==> config.mk <==
export PLATFORM = sky130hd
export DESIGN_NAME = bit_parallel_infix_edit_distance_core
export DESIGN_NICKNAME = d
export VERILOG_FILES = /design/src/rtl/bpied_pkg.sv /design/src/rtl/bit_parallel_infix_edit_distance_core.sv /design/src/rtl/bpied_query_store.sv /design/src/rtl/bpied_myers_step.sv
export SDC_FILE = /design/constraint.sdc
export NUM_CORES = 1
export LEC_CHECK = 0
export ABC_AREA = 1
export BUFFER_PORTS_ARGS = -buffer_cell sky130_fd_sc_hd__buf_4
export CELL_PAD_IN_SITES_DETAIL_PLACEMENT = 0
export CELL_PAD_IN_SITES_GLOBAL_PLACEMENT = 1
export CORE_ASPECT_RATIO = 1.5
export CORE_UTILIZATION = 49
export DETAILED_ROUTE_END_ITERATION = 7
export PLACE_DENSITY_LB_ADDON = 0.1
export SETUP_SLACK_MARGIN = 0.05
export SLEW_MARGIN = 0
export SYNTH_ARGS = -nofsm -noshare
export SYNTH_HDL_FRONTEND = slang
export SYNTH_SLANG_ARGS = --single-unit
==> constraint.sdc <==
create_clock -name clk -period 6.4 [get_ports clk]
set_input_delay 1.28 -clock clk [delete_from_list [all_inputs] [get_ports clk]]
set_output_delay 1.28 -clock clk [all_outputs]
set_load 0.01 [all_outputs]
==> src/rtl/bpied_pkg.sv <==
package bpied_pkg;

    // default for the longest query the pattern store holds
    localparam int DEF_MAX_QUERY_LEN = 64;

    // fixed field widths
    localparam int LEN_W    = 7;
    localparam int POS_W    = 6;
    localparam int SYMBOL_W = 8;
    localparam int CMD_W    = 2;

    // command codes, code 3 is unused and ignored
    typedef enum logic [CMD_W-1:0] {
        CMD_LOAD   = 2'd0,
        CMD_TARGET = 2'd1,
        CMD_EMPTY  = 2'd2
    } cmd_t;

    // ascii codes for the nucleotide letters
    localparam logic [SYMBOL_W-1:0] CH_A_UP = 8'h41;
    localparam logic [SYMBOL_W-1:0] CH_A_LO = 8'h61;
    localparam logic [SYMBOL_W-1:0] CH_C_UP = 8'h43;
    localparam logic [SYMBOL_W-1:0] CH_C_LO = 8'h63;
    localparam logic [SYMBOL_W-1:0] CH_G_UP = 8'h47;
    localparam logic [SYMBOL_W-1:0] CH_G_LO = 8'h67;
    localparam logic [SYMBOL_W-1:0] CH_T_UP = 8'h54;
    localparam logic [SYMBOL_W-1:0] CH_T_LO = 8'h74;

    // lower case a, c, g, t fold to upper case, all else unchanged
    function automatic logic [SYMBOL_W-1:0] fold_dna(input logic [SYMBOL_W-1:0] c);
        logic [SYMBOL_W-1:0] r;
        r = c;
        if (c == CH_A_LO) r = CH_A_UP;
        if (c == CH_C_LO) r = CH_C_UP;
        if (c == CH_G_LO) r = CH_G_UP;
        if (c == CH_T_LO) r = CH_T_UP;
        return r;
    endfunction

    // control from the item stage to the recurrence unit
    typedef struct packed {
        logic start;   // reset deltas and scores before any step
        logic step;    // advance the recurrence by one target byte
    } step_ctl_t;

endpackage

==> src/rtl/bit_parallel_infix_edit_distance_core.sv <==
// channel   direction  handshake               payload
// input     in         in_valid / in_ready     command, position, symbol, first, last
// config    in         cfg_valid / cfg_ready   cfg_data (query_length)
// result    out        out_valid / out_ready   distance
//
// every transaction passes through the item register, whose outputs run through the compare
// lanes and the MAX_QUERY_LEN-bit add of the recurrence straight into the result register;
// out_valid is registered with the result; a new transaction is taken every cycle unless stalled
// rst_n is asynchronous: deltas, scores and query length go to their reset values,
// the query store itself is not cleared
// a stalled result holds the item stage only when that item also yields a result
module bit_parallel_infix_edit_distance_core #(
    parameter int MAX_QUERY_LEN = bpied_pkg::DEF_MAX_QUERY_LEN
) (
    input  logic                          clk,
    input  logic                          rst_n,
    input  logic                          in_valid,
    output logic                          in_ready,
    input  logic [bpied_pkg::CMD_W-1:0]   command,
    input  logic [bpied_pkg::POS_W-1:0]   position,
    input  logic [bpied_pkg::SYMBOL_W-1:0] symbol,
    input  logic                          first,
    input  logic                          last,
    input  logic                          cfg_valid,
    output logic                          cfg_ready,
    input  logic [bpied_pkg::LEN_W-1:0]   cfg_data,
    output logic                          out_valid,
    input  logic                          out_ready,
    output logic [bpied_pkg::LEN_W-1:0]   distance
);

    localparam logic [bpied_pkg::LEN_W-1:0] LEN_MAX = bpied_pkg::LEN_W'(MAX_QUERY_LEN);

    // item register
    logic                           pipe_valid_reg;
    logic [bpied_pkg::CMD_W-1:0]    cmd_reg;
    logic [bpied_pkg::POS_W-1:0]    pos_reg;
    logic [bpied_pkg::SYMBOL_W-1:0] sym_reg;
    logic                           first_reg;
    logic                           last_reg;

    // configuration and result registers
    logic [bpied_pkg::LEN_W-1:0]    qlen_reg;
    logic                           out_valid_reg;
    logic [bpied_pkg::LEN_W-1:0]    distance_reg;

    logic [bpied_pkg::LEN_W-1:0]    len_eff;
    logic [bpied_pkg::LEN_W-1:0]    best_next;
    logic [bpied_pkg::LEN_W-1:0]    result_val;
    logic [MAX_QUERY_LEN-1:0]       eq;
    logic                           has_result;
    logic                           load_en;
    logic                           pipe_adv;
    bpied_pkg::step_ctl_t           ctl;

    // the length register is clamped into 1..MAX_QUERY_LEN where it is used
    always_comb
    begin
        len_eff = qlen_reg;
        if (qlen_reg == '0)
        begin
            len_eff = bpied_pkg::LEN_W'(1);
        end
        else if (qlen_reg > LEN_MAX)
        begin
            len_eff = LEN_MAX;
        end
    end

    // command decode for the item in the register
    always_comb
    begin
        has_result = 1'b0;
        load_en    = 1'b0;
        ctl        = '0;
        result_val = best_next;
        unique case (cmd_reg)
            bpied_pkg::CMD_LOAD:
            begin
                load_en = 1'b1;
            end
            bpied_pkg::CMD_TARGET:
            begin
                ctl.start  = first_reg;
                ctl.step   = 1'b1;
                has_result = last_reg;
            end
            bpied_pkg::CMD_EMPTY:
            begin
                ctl.start  = 1'b1;
                has_result = 1'b1;
                result_val = len_eff;
            end
            default:
            begin
                // unused code, dropped without effect
            end
        endcase
        has_result = has_result && pipe_valid_reg;
    end

    // the item moves on unless its result would land on an untaken one
    assign pipe_adv = pipe_valid_reg && (!has_result || !out_valid_reg || out_ready);
    assign in_ready = !pipe_valid_reg || pipe_adv;

    // writes to the config register are always taken
    assign cfg_ready = 1'b1;

    bpied_query_store #(
        .MAX_QUERY_LEN(MAX_QUERY_LEN)
    ) u_store (
        .clk    (clk),
        .wr_en  (pipe_adv && load_en),
        .wr_pos (pos_reg),
        .wr_sym (sym_reg),
        .rd_sym (sym_reg),
        .len_eff(len_eff),
        .eq     (eq)
    );

    bpied_myers_step #(
        .MAX_QUERY_LEN(MAX_QUERY_LEN)
    ) u_step (
        .clk      (clk),
        .rst_n    (rst_n),
        .ctl      (pipe_adv ? ctl : '0),
        .eq       (eq),
        .len_eff  (len_eff),
        .best_next(best_next)
    );

    always_ff @(posedge clk or negedge rst_n)
    begin
        if (!rst_n)
        begin
            pipe_valid_reg <= 1'b0;
            out_valid_reg  <= 1'b0;
            qlen_reg       <= bpied_pkg::LEN_W'(64);
        end
        else
        begin
            if (in_valid && in_ready)
            begin
                pipe_valid_reg <= 1'b1;
            end
            else if (pipe_adv)
            begin
                pipe_valid_reg <= 1'b0;
            end

            if (pipe_adv && has_result)
            begin
                out_valid_reg <= 1'b1;
            end
            else if (out_ready)
            begin
                out_valid_reg <= 1'b0;
            end

            if (cfg_valid)
            begin
                qlen_reg <= cfg_data;
            end
        end
    end

    // payload registers, no reset
    always_ff @(posedge clk)
    begin
        if (in_valid && in_ready)
        begin
            cmd_reg   <= command;
            pos_reg   <= position;
            sym_reg   <= symbol;
            first_reg <= first;
            last_reg  <= last;
        end
        if (pipe_adv && has_result)
        begin
            distance_reg <= result_val;
        end
    end

    assign out_valid = out_valid_reg;
    assign distance  = distance_reg;

endmodule

==> src/rtl/bpied_query_store.sv <==
module bpied_query_store #(
    parameter int MAX_QUERY_LEN = bpied_pkg::DEF_MAX_QUERY_LEN
) (
    input  logic                          clk,
    input  logic                          wr_en,
    input  logic [bpied_pkg::POS_W-1:0]   wr_pos,
    input  logic [bpied_pkg::SYMBOL_W-1:0] wr_sym,
    input  logic [bpied_pkg::SYMBOL_W-1:0] rd_sym,
    input  logic [bpied_pkg::LEN_W-1:0]   len_eff,
    output logic [MAX_QUERY_LEN-1:0]      eq
);

    // query bytes kept already folded, no reset (undefined until written)
    logic [bpied_pkg::SYMBOL_W-1:0] qbyte_reg [MAX_QUERY_LEN];
    logic [bpied_pkg::SYMBOL_W-1:0] rd_fold;

    always_ff @(posedge clk)
    begin
        for (int j = 0; j < MAX_QUERY_LEN; j++)
        begin
            if (wr_en && (wr_pos == bpied_pkg::POS_W'(j)))
            begin
                qbyte_reg[j] <= bpied_pkg::fold_dna(wr_sym);
            end
        end
    end

    assign rd_fold = bpied_pkg::fold_dna(rd_sym);

    // one comparator per lane, lanes at or above the length masked off
    always_comb
    begin
        for (int j = 0; j < MAX_QUERY_LEN; j++)
        begin
            eq[j] = (qbyte_reg[j] == rd_fold) && (bpied_pkg::LEN_W'(j) < len_eff);
        end
    end

endmodule

==> src/rtl/bpied_myers_step.sv <==
module bpied_myers_step #(
    parameter int MAX_QUERY_LEN = bpied_pkg::DEF_MAX_QUERY_LEN
) (
    input  logic                        clk,
    input  logic                        rst_n,
    input  bpied_pkg::step_ctl_t        ctl,
    input  logic [MAX_QUERY_LEN-1:0]    eq,
    input  logic [bpied_pkg::LEN_W-1:0] len_eff,
    output logic [bpied_pkg::LEN_W-1:0] best_next
);

    localparam logic [bpied_pkg::LEN_W-1:0] SCORE_MAX = '1;

    logic [MAX_QUERY_LEN-1:0]    vp_reg, vp_next, vn_reg, vn_next;
    logic [bpied_pkg::LEN_W-1:0] score_reg, score_next, best_reg;
    logic [MAX_QUERY_LEN-1:0]    vp_cur, vn_cur, xv, xh, ph, mh, top_sel;
    logic [bpied_pkg::LEN_W-1:0] score_cur, best_cur, score_step;
    logic                        ph_top, mh_top;

    // a target start puts the reset values in front of the step
    assign vp_cur    = ctl.start ? '1 : vp_reg;
    assign vn_cur    = ctl.start ? '0 : vn_reg;
    assign score_cur = ctl.start ? len_eff : score_reg;
    assign best_cur  = ctl.start ? len_eff : best_reg;

    always_comb
    begin
        for (int j = 0; j < MAX_QUERY_LEN; j++)
        begin
            top_sel[j] = (len_eff == bpied_pkg::LEN_W'(j + 1));
        end
    end

    assign xv = eq | vn_cur;
    assign xh = (((eq & vp_cur) + vp_cur) ^ vp_cur) | eq;
    assign ph = vn_cur | ~(xh | vp_cur);
    assign mh = vp_cur & xh;

    assign ph_top = |(ph & top_sel);
    assign mh_top = |(mh & top_sel);

    // saturating score update from the top horizontal deltas
    always_comb
    begin
        score_step = score_cur;
        if (ph_top && !mh_top && (score_cur != SCORE_MAX))
        begin
            score_step = score_cur + 1'b1;
        end
        else if (mh_top && !ph_top && (score_cur != '0))
        begin
            score_step = score_cur - 1'b1;
        end
    end

    always_comb
    begin
        vp_next    = vp_cur;
        vn_next    = vn_cur;
        score_next = score_cur;
        best_next  = best_cur;
        if (ctl.step)
        begin
            vp_next    = (mh << 1) | ~(xv | (ph << 1));
            vn_next    = (ph << 1) & xv;
            score_next = score_step;
            best_next  = (score_step < best_cur) ? score_step : best_cur;
        end
    end

    always_ff @(posedge clk or negedge rst_n)
    begin
        if (!rst_n)
        begin
            vp_reg    <= '1;
            vn_reg    <= '0;
            score_reg <= bpied_pkg::LEN_W'(MAX_QUERY_LEN);
            best_reg  <= bpied_pkg::LEN_W'(MAX_QUERY_LEN);
        end
        else if (ctl.start || ctl.step)
        begin
            vp_reg    <= vp_next;
            vn_reg    <= vn_next;
            score_reg <= score_next;
            best_reg  <= best_next;
        end
    end

endmodule

==> qor.log, run 1 <==
qor: power.sw_frac_of_total 0.323
qor: timing.final_min_period_over_clock_period 0.959
qor: die.io_pins 40
qor: global_route.globalRoute.totalOverflow 0
qor: logic_synthesis.synthesis.area 41800 um2
qor: flow_run.drv.max_cap_violation_count 0
qor: placement.io_buffer_count 38
qor: logic_synthesis.synthArstFlopShare 0.219
qor: global_route.antenna_found_initial 0
qor: logic_synthesis.synth-adder-area-share 0.00389
qor: finish.fin_area 54800 um2
qor: timing.layout_min_cycle_time 6.14 ns
qor: finish.layout-drive-gt1-share 0.288
qor: cts.clock_latency 0.70 ns
qor: timing.fmax_achieved 163 MHz
qor: logic_synthesis.synth.area.mux_share 0.000270
qor: power.seq_power_share 0.392
qor: placement.postPlaceCellArea 50500 um2
qor: drt.detail_route.wirelength 165000 um
qor: setup_path.setup.worst_path.end_class flip-flop
qor: setup_path.timing.critical_path.fanout_max 14
qor: global_route.wire_length_of_the_first_global_routing_pass 240000 um
qor: timing.fin_worst_hold_slack 0.475 ns
qor: placement.pre_cts_ws -0.935 ns
qor: setup_path.critical-path-max-stage-delay 0.54 ns
qor: finish.register_area 20000 um2
qor: global_route.maximum_number_of_pins_on_one_net_before_global_route_repair 141
qor: cts.clockRootBuffer sky130_fd_sc_hd__clkbuf_16
qor: drt.first_iter_violations 3207
qor: drt.detailedRoute.firstPassIterationCount 5
qor: die.fp.dieArea 86500 um2
qor: setup_path.worst-setup-path-type flip-flop to flip-flop
qor: cts.clock_tree.htree_level_count 3
qor: outcome.result_of_the_run completed
qor: die.core 84100 um2
qor: drt.via_per_inst 5.34
qor: logic_synthesis.synth_area_leader_cell sky130_fd_sc_hd__edfxtp_1
qor: timing.setup_viol 0
qor: logic_synthesis.post-synth-top-area-fraction 0.386
qor: die.die_y 360 um
qor: logic_synthesis.postSynthRegisterBits 688
qor: timing.finalMaxSlewViolations 0
qor: logic_synthesis.post_synth_xor_area_fraction 0.0719
qor: timing.fin_worst_skew 0.0504 ns
qor: cts.cts_buffer_depth 3
qor: finish.multi_input_comb_area 20000 um2
qor: placement.place_inst 7293
qor: logic_synthesis.ys_types 60
qor: power.totalPowerFinal 12800 uW
qor: logic_synthesis.synth_top_family_by_area simple AND/OR/NAND/NOR gates
qor: min_path.holdPathStages 2
qor: drt.wire_per_inst 22.1 um
qor: global_route.track_usage 0.380
qor: logic_synthesis.synth.avg_cell_area 7.90 um2
qor: logic_synthesis.synth-compound-area-share 0.0604
qor: finish.antenna_cells_inserted 0
qor: die.die_x 240 um
qor: drt.detail-route-antenna-nets 0
qor: power.vdd.ir_drop.worst 0.000328 V
qor: die.initial_core_util 0.497
qor: logic_synthesis.most_used_flip_flop_cell_after_synthesis sky130_fd_sc_hd__edfxtp_1
qor: timing.worst_slew_margin_rel 0.330
qor: logic_synthesis.number_of_instances_in_the_synthesized_netlist 5288
qor: timing.timing.final.hold_violations 0
qor: power.clkPwrFrac 0.323
qor: min_path.min-delay-path-class flip-flop to flip-flop
qor: die.core.rowCount 130
qor: setup_path.slowest_stage sky130_fd_sc_hd__edfxtp_1
qor: timing.grt_setup_unrepaired true
qor: finish.layout-area-overhead-vs-synth 31.0%
qor: global_route.grt_pass1_vias 39.0k
qor: setup_path.worst_r2r_path_depth 44
qor: drt.remaining_drc_errors 0
qor: setup_path.worstSetupStartpointType flip-flop
qor: power.pwr-share-comb 0.286
qor: logic_synthesis.synth.yosys.seq_area_share 0.478
qor: setup_path.critical_path_arrival 6.59 ns
qor: timing.final_critical_path_setup_slack 0.259 ns
qor: timing.max_slew.worst_pin.slew 1.00 ns
qor: setup_path.endpoint_required_time_on_the_critical_path 6.85 ns
qor: drt.via_count 39.8k
qor: cts.cts_made_buffers 71
qor: power.power-per-cell-area 234 nW/um2
qor: logic_synthesis.yosys.area_share.simple 0.306
qor: finish.stdcell_count 7459
qor: finish.fillers 7442
qor: setup_path.worst_path_most_repeated_cell sky130_fd_sc_hd__nand2_1
qor: cts.cts.sink_count 688
qor: logic_synthesis.synth.yosys.warnings 0
qor: finish.flip_flop_count_of_the_largest_register_all_copies_and_words_added 512
qor: logic_synthesis.synth-edff-count 537
qor: logic_synthesis.post_synth_main_area_contributors sky130_fd_sc_hd__edfxtp_1, sky130_fd_sc_hd__nand2_1, sky130_fd_sc_hd__nor2_1
qor: cts.worst_setup_hold_path_clk_slew 0.06 ns
qor: cts.tritoncts done
qor: placement.hpwl 129000 um
qor: power.p_leak 0.0263 uW
qor: power.internal_power 8690 uW
qor: logic_synthesis.mappedNetlistNets 5331
qor: power.net-switching-power 4150 uW
qor: finish.final_nets 6324
qor: placement.gp_congestion 1.13
[per-layer routing]
| layer | wire (um) | share of wire | track usage |
|---|---|---|---|
| met5 | 0 | 0 | 0 |
| met4 | 13500 | 0.082 | 0.268 |
| met3 | 9890 | 0.060 | 0.0495 |
| met2 | 78000 | 0.47 | 0.624 |
| met1 | 63500 | 0.38 | 0.458 |
[cell usage after synthesis (39+ instances only)]
cell type                  number
sky130_fd_sc_hd__nor3_1        45
sky130_fd_sc_hd__buf_2         39
sky130_fd_sc_hd__inv_1        560
sky130_fd_sc_hd__dfrtp_1       84
sky130_fd_sc_hd__nand2_1     1605
sky130_fd_sc_hd__nand3_1      351
sky130_fd_sc_hd__nand4_1      106
sky130_fd_sc_hd__a22oi_1       53
sky130_fd_sc_hd__nand3b_1      42
sky130_fd_sc_hd__xor2_1       131
sky130_fd_sc_hd__xnor2_1      212
sky130_fd_sc_hd__nor2_1       719
sky130_fd_sc_hd__dfstp_2       67
sky130_fd_sc_hd__inv_2         65
sky130_fd_sc_hd__clkbuf_1      59
sky130_fd_sc_hd__a21oi_1      158
sky130_fd_sc_hd__o21ai_0      118
sky130_fd_sc_hd__edfxtp_1     537
sky130_fd_sc_hd__nor2_2        50
[per-stage QoR]
step                       util  setup TNS [ns]
after floorplan               -               0
after global placement    0.601          -12.54
after detailed placement  0.601          -12.25
after CTS                 0.630               0
after global routing      0.651          -0.525
final                     0.651               0
[cell usage in the layout, fill, tap and decap left out, types with 67 or more instances in the layout]
cell | Yosys | layout
sky130_fd_sc_hd__nand2_2 | 24 | 137
sky130_fd_sc_hd__xor2_1 | 131 | 131
sky130_fd_sc_hd__xnor2_1 | 212 | 210
sky130_fd_sc_hd__buf_4 | 36 | 1012
sky130_fd_sc_hd__clkbuf_16 | 0 | 72
sky130_fd_sc_hd__nand2_1 | 1605 | 1485
sky130_fd_sc_hd__inv_2 | 65 | 72
sky130_fd_sc_hd__nand3_1 | 351 | 302
sky130_fd_sc_hd__a21oi_1 | 158 | 131
sky130_fd_sc_hd__o21ai_0 | 118 | 111
sky130_fd_sc_hd__dfstp_2 | 67 | 67
sky130_fd_sc_hd__edfxtp_1 | 537 | 537
sky130_fd_sc_hd__nor2_2 | 50 | 136
sky130_fd_sc_hd__dfrtp_1 | 84 | 84
sky130_fd_sc_hd__inv_1 | 560 | 547
sky130_fd_sc_hd__nor2_1 | 719 | 585
sky130_fd_sc_hd__nand4_1 | 106 | 106
[repair_timing]
item / CTS / global route
setup endpoints to repair: 14 / 14
hold buffers: 0 / 0
buffers inserted: 2 / 32
pin swaps: 1 / 71
cloned: 2 / 1
resized for setup: 32 / 452
[cell families (layout without fill, tap and decap cells)]
| family | after synthesis | after routing |
|---|---|---|
| multiplexers | 1 | 1 |
| adder cells (fa/ha/maj) | 13 | 13 |
| other | 1 | 1 |
| flip-flops | 688 | 688 |
| XOR/XNOR | 343 | 343 |
| buffers and inverters | 792 | 1841 |
| AO/OA/AOI/OAI | 434 | 434 |
| AND/OR/NAND/NOR | 3016 | 3016 |
[worst max-delay path, delay by kind of cell, from the launching register on]
| family | cells | cell delay, ns |
|---|---|---|
| adders and majority gates | 1 | 0.32 |
| buffers and inverters | 11 | 1.56 |
| AOI/OAI and AO/OA | 2 | 0.33 |
| and+or+nand+nor | 30 | 3.15 |
| DFF | 1 | 0.54 |
[power by group through the flow]
| stage | clock [uW] | combinational, uW | sequential [uW] |
|---|---|---|---|
| 4_1_cts | 4180 | 3360 | 5020 |
| 5_1_grt | 4340 | 3930 | 5040 |
| 3_5_place_dp | 0 | 3310 | 5110 |
| 3_3_place_gp | 0 | 3310 | 5110 |
| 6_report | 4140 | 3670 | 5030 |
| 2_1_floorplan | 0 | 1680 | 5100 |
[worst paths after layout]
check,startpoint,to,slack [ns]
worst max-delay path,sym_reg[1],distance[6],0.26
worst min-delay path,u_step.vn_reg[15],u_step.vn_reg[15],0.48
worst max register to register,sym_reg[1],distance[6],0.26
worst min register to register,u_step.vn_reg[15],u_step.vn_reg[15],0.48
max in group asynchronous,rst_n,u_step.vn_reg[31],4.57
min in group asynchronous,rst_n,u_step.best_reg[1],0.59
[cell type report]
type / count / area share
Clock buffer: 89 / 0.0344
Clock inverter: 40 / 0.00679
Inverter: 636 / 0.0444
Multi-Input combinational cell: 3808 / 0.365
Sequential cell: 688 / 0.365
Tap cell: 1122 / 0.0256
Timing Repair Buffer: 1076 / 0.159
Power figures use the tool's default switching activity.
==> run 2: changes to the inputs <==
--- a/config.mk
+++ b/config.mk
@@ -10,8 +10,10 @@
 export CELL_PAD_IN_SITES_DETAIL_PLACEMENT = 0
 export CELL_PAD_IN_SITES_GLOBAL_PLACEMENT = 1
 export CORE_ASPECT_RATIO = 1.5
+export CORE_MARGIN = 2
 export CORE_UTILIZATION = 49
 export DETAILED_ROUTE_END_ITERATION = 7
+export GPL_TIMING_DRIVEN = 0
 export PLACE_DENSITY_LB_ADDON = 0.1
 export SETUP_SLACK_MARGIN = 0.05
 export SLEW_MARGIN = 0
==> qor.log, run 2 (same netlist as run 1, synthesis figures left out) <==
qor: die.die_x 242 um
qor: die.io_pins 40
qor: outcome.violations capacitance limit, slew limit
qor: setup_path.slowest_stage sky130_fd_sc_hd__edfxtp_1
qor: finish.layout.cells.most_common_list sky130_fd_sc_hd__nand2_1, sky130_fd_sc_hd__nor2_1, sky130_fd_sc_hd__edfxtp_1, sky130_fd_sc_hd__inv_1, sky130_fd_sc_hd__nand3_1
qor: finish.layout_commonest_cell sky130_fd_sc_hd__nand2_1
qor: setup_path.timing.critical_path.fanout_max 10
qor: die.die_y 362 um
qor: drt.detailedRoute.firstPassIterationCount 8
qor: timing.fmax_achieved 162 MHz
qor: timing.final_min_period_over_clock_period 0.963
qor: placement.hpwl 135000 um
qor: power.clkPwrFrac 0.342
qor: power.vdd.ir_drop.worst 0.000265 V
qor: timing.final_critical_path_setup_slack 0.238 ns
qor: power.p_leak 0.0223 uW
qor: finish.final_nets 5510
qor: cts.worst_setup_hold_path_clk_slew 0.06 ns
qor: finish.multi_input_comb_area 20600 um2
qor: finish.layout-drive-gt1-share 0.185
qor: cts.cts_hold_buffers 0
qor: finish.flip_flop_count_of_the_largest_register_all_copies_and_words_added 512
qor: global_route.grt.met3_usage 0.0620
qor: die.fp.dieArea 87700 um2
qor: setup_path.critical-path-max-stage-delay 0.40 ns
qor: finish.register_area 20000 um2
qor: global_route.antenna_found_initial 3
qor: timing.fin_worst_hold_slack 0.475 ns
qor: setup_path.worst_r2r_path_depth 45
qor: timing.layout_min_cycle_time 6.16 ns
qor: finish.layout-area-overhead-vs-synth 17.6%
qor: min_path.min-delay-start u_step.vn_reg[43]
qor: die.core 84700 um2
qor: global_route.gr-usage-met2 0.667
qor: timing.timing.final.hold_violations 0
qor: global_route.maximum_number_of_pins_on_one_net_before_global_route_repair 92
qor: setup_path.worst-setup-path-type flip-flop to flip-flop
qor: setup_path.worstSetupStartpointType flip-flop
qor: min_path.min-delay-path-class flip-flop to flip-flop
qor: drt.first_iter_violations 3913
qor: timing.finalSetupTns 0 ns
qor: finish.fillers 7915
qor: cts.clock_latency 0.70 ns
qor: cts.cts_buffer_depth 3
qor: timing.max_slew.worst_pin.slew 1.60 ns
qor: global_route.wire_length_of_the_first_global_routing_pass 251000 um
qor: power.seq_power_share 0.402
qor: outcome.result_of_the_run complete, but fails checks
qor: drt.wire_per_inst 26.9 um
qor: power.sw_frac_of_total 0.340
qor: setup_path.worst_path_most_repeated_cell sky130_fd_sc_hd__nand2_1
qor: timing.finalMaxSlewViolations 22
qor: cts.tritoncts done
qor: flow_run.drv.max_cap_violation_count 2
qor: cts.cts.sink_count 688
qor: placement.pre_cts_ws -2.07 ns
qor: setup_path.setup.worst_path.end_class flip-flop
qor: setup_path.r2r_end distance[5]
qor: placement.io_buffer_count 38
qor: die.core.rowCount 131
qor: min_path.worstHoldEndpoint u_step.vn_reg[43]
qor: power.pwr-share-comb 0.255
qor: min_path.holdPathStages 2
qor: cts.clock_tree.htree_level_count 3
qor: timing.setup_viol 0
qor: global_route.globalRoute.totalOverflow 0
qor: power.power-per-cell-area 255 nW/um2
qor: global_route.grt.busiest_layer met2
qor: setup_path.endpoint_required_time_on_the_critical_path 6.84 ns
qor: drt.detail-route-antenna-nets 0
qor: global_route.grt.met1_usage 0.469
qor: finish.postLayoutCoreUtil 0.580
qor: power.internal_power 8250 uW
qor: power.net-switching-power 4260 uW
qor: setup_path.startpoint_of_the_most_critical_register_to_register_path cmd_reg[1]
qor: drt.remaining_drc_errors 0
qor: setup_path.critical_path_arrival 6.60 ns
qor: die.initial_core_util 0.493
qor: placement.gp_congestion 1.07
qor: drt.via_per_inst 5.74
qor: cts.clockRootBuffer sky130_fd_sc_hd__clkbuf_16
qor: global_route.track_usage 0.403
qor: timing.worst_slew_margin_rel -0.0639
qor: global_route.grt_pass1_vias 36.1k
qor: drt.via_count 38.2k
qor: cts.cts_made_buffers 73
qor: drt.detail_route.wirelength 179000 um
qor: setup_path.r2r_setup_slack 0.24 ns
qor: timing.fin_worst_skew 0.0442 ns
run 2: cell count changes in the layout (fill, tap and decap cells not counted), moves of 16 or more:
| cell | previous run | this run |
|---|---|---|
| sky130_fd_sc_hd__clkbuf_4 | 0 | 20 |
| sky130_fd_sc_hd__nor2_4 | 55 | 109 |
| sky130_fd_sc_hd__buf_2 | 0 | 16 |
| sky130_fd_sc_hd__nand2_4 | 9 | 27 |
| sky130_fd_sc_hd__clkbuf_1 | 14 | 49 |
| sky130_fd_sc_hd__buf_4 | 1012 | 119 |
| sky130_fd_sc_hd__inv_1 | 547 | 525 |
| sky130_fd_sc_hd__buf_12 | 37 | 3 |
| sky130_fd_sc_hd__nor2_1 | 585 | 556 |
| sky130_fd_sc_hd__nand2_2 | 137 | 117 |
| sky130_fd_sc_hd__inv_2 | 72 | 91 |
| sky130_fd_sc_hd__nor2_2 | 136 | 111 |
run 2: timing repair:
item	CTS	global route
pin swaps	25	70
gates resized for setup	307	390
setup endpoints to repair	20	14
gates cloned	3	2
setup buffers	16	41
hold endpoints to repair	0	0
run 2: critical path, delay by kind of cell (launching register included):
family                   cells  cell delay (ns)
flip-flops                   1             0.40
AO/OA/AOI/OAI                3             0.49
adder cells (fa/ha/maj)      2             0.46
AND/OR/NAND/NOR             29             3.09
buffers and inverters       11             1.41
run 2: how the worst max path moves through the flow:
stage	from	to	slack, ns	cells past startpoint
2_1_floorplan	out_ready	distance[0]	0.1	42
3_3_place_gp	out_ready	distance[0]	-2.72	41
3_5_place_dp	out_ready	distance[1]	-2.07	41
4_1_cts	cmd_reg[0]	distance[2]	0.05	43
5_1_grt	sym_reg[7]	distance[2]	-0.03	40
6_report	cmd_reg[1]	distance[5]	0.24	45
run 2: layout make-up:
type	instances	share of cell area
Clock buffer	84	0.0385
Clock inverter	49	0.00940
Tap cell	1130	0.0288
Multi-Input combinational cell	3808	0.420
Inverter	636	0.0498
Antenna cell	5	0.000255
Timing Repair Buffer	108	0.0226
Sequential cell	688	0.407
Buffer	152	0.0238
run 2: power groups by stage:
| stage | combinational [uW] | clock, uW | sequential (uW) |
|---|---|---|---|
| floorplan | 1680 | 0 | 5100 |
| global placement | 2600 | 0 | 5110 |
| detailed placement | 2630 | 0 | 5110 |
| CTS | 2850 | 4300 | 5020 |
| global route | 3400 | 4460 | 5040 |
| finish | 3190 | 4280 | 5030 |
run 2: metal layers:
| metal | vias up | routed length [um] |
|---|---|---|
| met5 | - | 13 |
| met4 | 2 | 15700 |
| met3 | 618 | 13800 |
| met2 | 1901 | 85100 |
| met1 | 18200 | 64800 |
| li1 | 17500 | - |
run 2: per-stage QoR:
step                      power (uW)  cell area, um2  std cells
final                          12500           49100       6660
after global routing           12900           49100       6655
after CTS                      12200           47300       6615
after detailed placement        7730           43700       6464
after global placement          7710           43500       6456
after floorplan                 6780           41800       5288
